[config.mk]
export PLATFORM = sky130hd
export DESIGN_NAME = psm_ram
export DESIGN_NICKNAME = d
export VERILOG_FILES = /design/src/rtl/psm_ram.sv
export SDC_FILE = /design/constraint.sdc
export NUM_CORES = 2
export LEC_CHECK = 0
export BUFFER_PORTS_ARGS = -buffer_cell sky130_fd_sc_hd__buf_4
export CORE_ASPECT_RATIO = 2
export CORE_UTILIZATION = 45
export DETAILED_ROUTE_END_ITERATION = 12
export PLACE_DENSITY = 0.68
export SLEW_MARGIN = 20
export SYNTH_ARGS = -nofsm -noshare
export SYNTH_HDL_FRONTEND = slang
export SYNTH_SLANG_ARGS = --single-unit
[constraint.sdc]
create_clock -name clk -period 3.62 [get_ports clk]
set_input_delay 0.181 -clock clk [delete_from_list [all_inputs] [get_ports clk]]
set_output_delay 0.181 -clock clk [all_outputs]
set_load 0.005 [all_outputs]
[src/rtl/psm_ram.sv]
`timescale 1ns / 1ps
`default_nettype none
module psm_ram #(
  parameter int WIDTH = 16,
  parameter int DEPTH = 256
) (
  input  wire logic                     clk,
  input  wire logic                     we,
  input  wire logic [$clog2(DEPTH)-1:0] waddr,
  input  wire logic [WIDTH-1:0]         wdata,
  input  wire logic [$clog2(DEPTH)-1:0] raddr,
  output logic      [WIDTH-1:0]         rdata
);
  logic [WIDTH-1:0] mem [DEPTH];
  always_ff @(posedge clk) begin
    if (we) begin
      mem[waddr] <= wdata;
    end
    rdata <= mem[raddr];
  end
endmodule
`default_nettype wire

### Word level (Yosys, flattened, before mapping)

Memory sizes are Yosys's and may differ from the RTL's. A register that Yosys moved wholly into a read port is not among the register bits.
Index checks and enable logic that the tools add are counted.

| word-level totals | value |
|---|---|
| register bits | 0 |
| RAM bits | 4096 |
| input port bits | 34 |
| output and inout bits | 16 |
| word-level logic and storage cells | 3 |
| memories kept | 1 |

| operators by class | value |
|---|---|
| muxes and demuxes | 2 |

Memories:

| memory | words | bits a word | rd ports | clocked after memory_dff | wr ports | line | text |
|---|---|---|---|---|---|---|---|
| mem | 256 | 16 | 1 | 1 | 1 | 14 | `logic [WIDTH-1:0] mem [DEPTH];` |

Operators with widths:

| operator | number |
|---|---|
| $mux W1 | 2 |

### Longest topological paths before layout

| depth | value |
|---|---|
| depth in word-level cells | 2 |
| gate-level depth with buffers | 12 |
| gate-level depth less buffers | 6 |

### Worst setup path after synthesis

No wires, ideal clock.

| path | value |
|---|---|
| path kind | input-to-reg |
| start point | input waddr[3] |
| end point | memory mem[235][0], enable pin |
| library setup time | 0.388 ns |
| arrival | 1.958 ns |
| required time | 3.232 ns |
| slack | 1.274 ns |
| cell stages on the path | 6 |
| path buffers | 3 |
| cell sequence | clkbuf_1 nor2b_1 clkbuf_1 nand4_1 clkbuf_1 nor2_1 |

RTL lines:

| what | line | text |
|---|---|---|
| from (decl) | 9 | `input wire logic [$clog2(DEPTH)-1:0] waddr,` |
| to (decl) | 14 |  |

No word-level cell before the write port.

==> out/metrics.yaml <==
setup_viol_count_final: 0
place_inst: 12300
path_buf_inv: 4
crit_fanout: 64
root_buffer: "clkbuf_16"
path_cells: "buf_16 -> buf_12 -> buf_4 -> buf_12 -> mux4_2 -> o22ai_1 -> a22oi_1 -> nand3_1 -> nor4_1"
netlist_instances: 7360
numPortBuffers: 49
syn_avg_cell_area_sq_um: 21.56
insertion_delay_ns: 0.92
dp_hpwl_um: 288400
grt.overflow.total: 0
grt_pass1_vias: 81250
final_util: 0.5113
final_cell_count_no_fill: 12920
cts_repair_resize_count: 0
ys_types: 52
worst_setup_path_end_kind: "register"
fin_skew_ns: 0.05899
dpl_cell_area_sq_um: 168800
cts_tree: "done"
vias: 78990
status: "complete, no violations"
vias_per_cell: 6.114
drc: 0
initial_core_util: 0.4516
synth-main-ff-cell: "edfxtp_1"
place_ws_ns: -0.3333
clk_pin_slew_ns: 0.07
wl_per_cell_um: 34.18
crit_family: "compound AO/OA/AOI/OAI gates"
finalInstanceArea_sq_um: 179700
mostFrequentLayoutCells: "edfxtp_1, mux4_2, buf_4"
antenna_found_initial: 16
gp_congestion: 0.9716
cp.required_ns: 4.40
startpoint_type: "primary input"
ioPinCount: 50
critical_path_class: "primary input to register"
num-fill-cells: 27170
fin_ws_ns: 0.3494
grt_pass1_wl_um: 616900
htreeDepth: 5
drtIter0Drc: 8378
die_w_um: 421.9
ys_ff_latch: 4112
cts_max_path_buffers: 4
whs_ns: 0.08427
worst_slew_pin_slew_ns: 1.334
drive_gt1_frac: 0.2609
yosysWarnings: 0
maxCapViolCount: 0
mostFrequentLayoutCell: "edfxtp_1"
multi_input_area_sq_um: 32830
cp.arrival_ns: 4.05
netlist_area_sq_um: 158700
dr.pass1.iters: 6
ant_nets: 0
synth_area_leaders: "edfxtp_1, mux4_2, mux2i_1"
core_area_sq_um: 351500
max_freq_ghz: 0.3058
p_leak_uw: 0.05704
wirelength_um: 441600
clock_sinks: 4112
grt_start_max_net_pins: 130
die_area_sq_um: 355200
async_reset_ff_frac: 0
synth-seq-area-share: 0.7770
rsz0062_at_grt: "no"
drv_slew: 0
layout.area.seq_sq_um: 123300
synth_top_area_share: 0.7750
peakVddDrop_uv: 402.1
synth_edf_count: 4096
syn_to_final_growth_pct: 13.23
synth_top_area_cell: "edfxtp_1"
fin_crit_sh: 0.9035
numCtsBuffers: 330
max-slew-margin-rel: 0.1107
slowest_stage: "o22ai_1"
power_density_nw_per_um2: 524.4
cpPeakStageDelay_ns: 0.78
rows: 308
grt_usage: 0.2466
hold_viol_final: 0
cp_common_cell: "buf_12"
synth_nets: 7394
layout_min_cycle_time_ns: 3.271
die_h_um: 841.9
finalNetCount: 8044
hold_class: "primary input to register"
[final cells by class]
cell class	count	area share
Antenna cell	5	0.00006962
Inverter	4	0.0001532
Timing Repair Buffer	770	0.03920
Clock buffer	394	0.04835
Sequential cell	4112	0.6862
Multi-Input combinational cell	2792	0.1827
Clock inverter	194	0.01097
Tap cell	4650	0.03237
[repair_timing]
action,CTS,global route
hold buffers,24,0
buffers inserted,0,0
endpoints found under the hold margin,1462,0
[cells in the mapped netlist, types with 16 or more instances]
master	count
a22oi_1	43
nand2_1	38
a211oi_1	18
edfxtp_1	4096
o22ai_1	148
o31ai_1	16
nand4_1	26
buf_1	27
nor4_1	17
a21oi_1	175
nor3_1	92
nand3_1	35
o221ai_1	252
buf_6	77
o21ai_0	37
mux2_2	88
o32ai_1	20
dfxtp_1	16
buf_2	76
buf_4	26
nor2_1	304
mux2i_1	565
mux4_2	797
a22o_1	32
clkbuf_1	230
a221oi_1	28
[state kept, by name, summed over array words and instances, names as in the netlist]
name	count
rdata	16
mem	4096
[routing by layer]
metal / GRT usage / vias to the layer above / wire length, um
met4: 0.2127 / 14 / 45670
met5: 0 / - / 80
met2: 0.4343 / 3552 / 229300
li1: - / 32460 / -
met1: 0.2609 / 41920 / 141000
met3: 0.03003 / 1052 / 25610
[through the flow]
stage          total power [uW]  TNS, ns
2_1_floorplan             56120        0
3_3_place_gp              58650   -2.272
3_5_place_dp              58770  -0.9983
4_1_cts                   94590        0
5_1_grt                   96300        0
6_report                  94250        0
[cells by family after synthesis]
group	share of synthesized area
buffers and inverters	0.01693
DFF	0.7770
AOI/OAI and AO/OA	0.03537
and+or+nand+nor	0.01574
muxes	0.1550
[worst paths after layout]
kind          startpoint        end  slack, ns  cells past startpoint
max             raddr[0]  rdata[10]       0.35                      9
min             raddr[6]  rdata[12]       0.08                      5
max reg2reg    mem[8][6]   rdata[6]       0.59                      7
min reg2reg  mem[232][7]   rdata[7]       1.02                      6
[worst register-to-register path, delay by kind of cell (launching register included)]
| kind | cells | cell delay, ns |
|---|---|---|
| DFF | 1 | 0.39 |
| AOI/OAI and AO/OA | 2 | 1.31 |
| muxes | 2 | 0.74 |
| buffers and inverters | 1 | 0.22 |
| and+or+nand+nor | 2 | 0.26 |
[where the power goes]
group	switching (uW)	leakage [uW]	internal, uW	total, uW
clock network	16700	0.00519	19800	36500
logic	3370	0.0149	1870	5240
registers	88.0	0.0369	52400	52500
total	20200	0.0570	74100	94200
No activity file was read; power rests on OpenSTA's default activity.
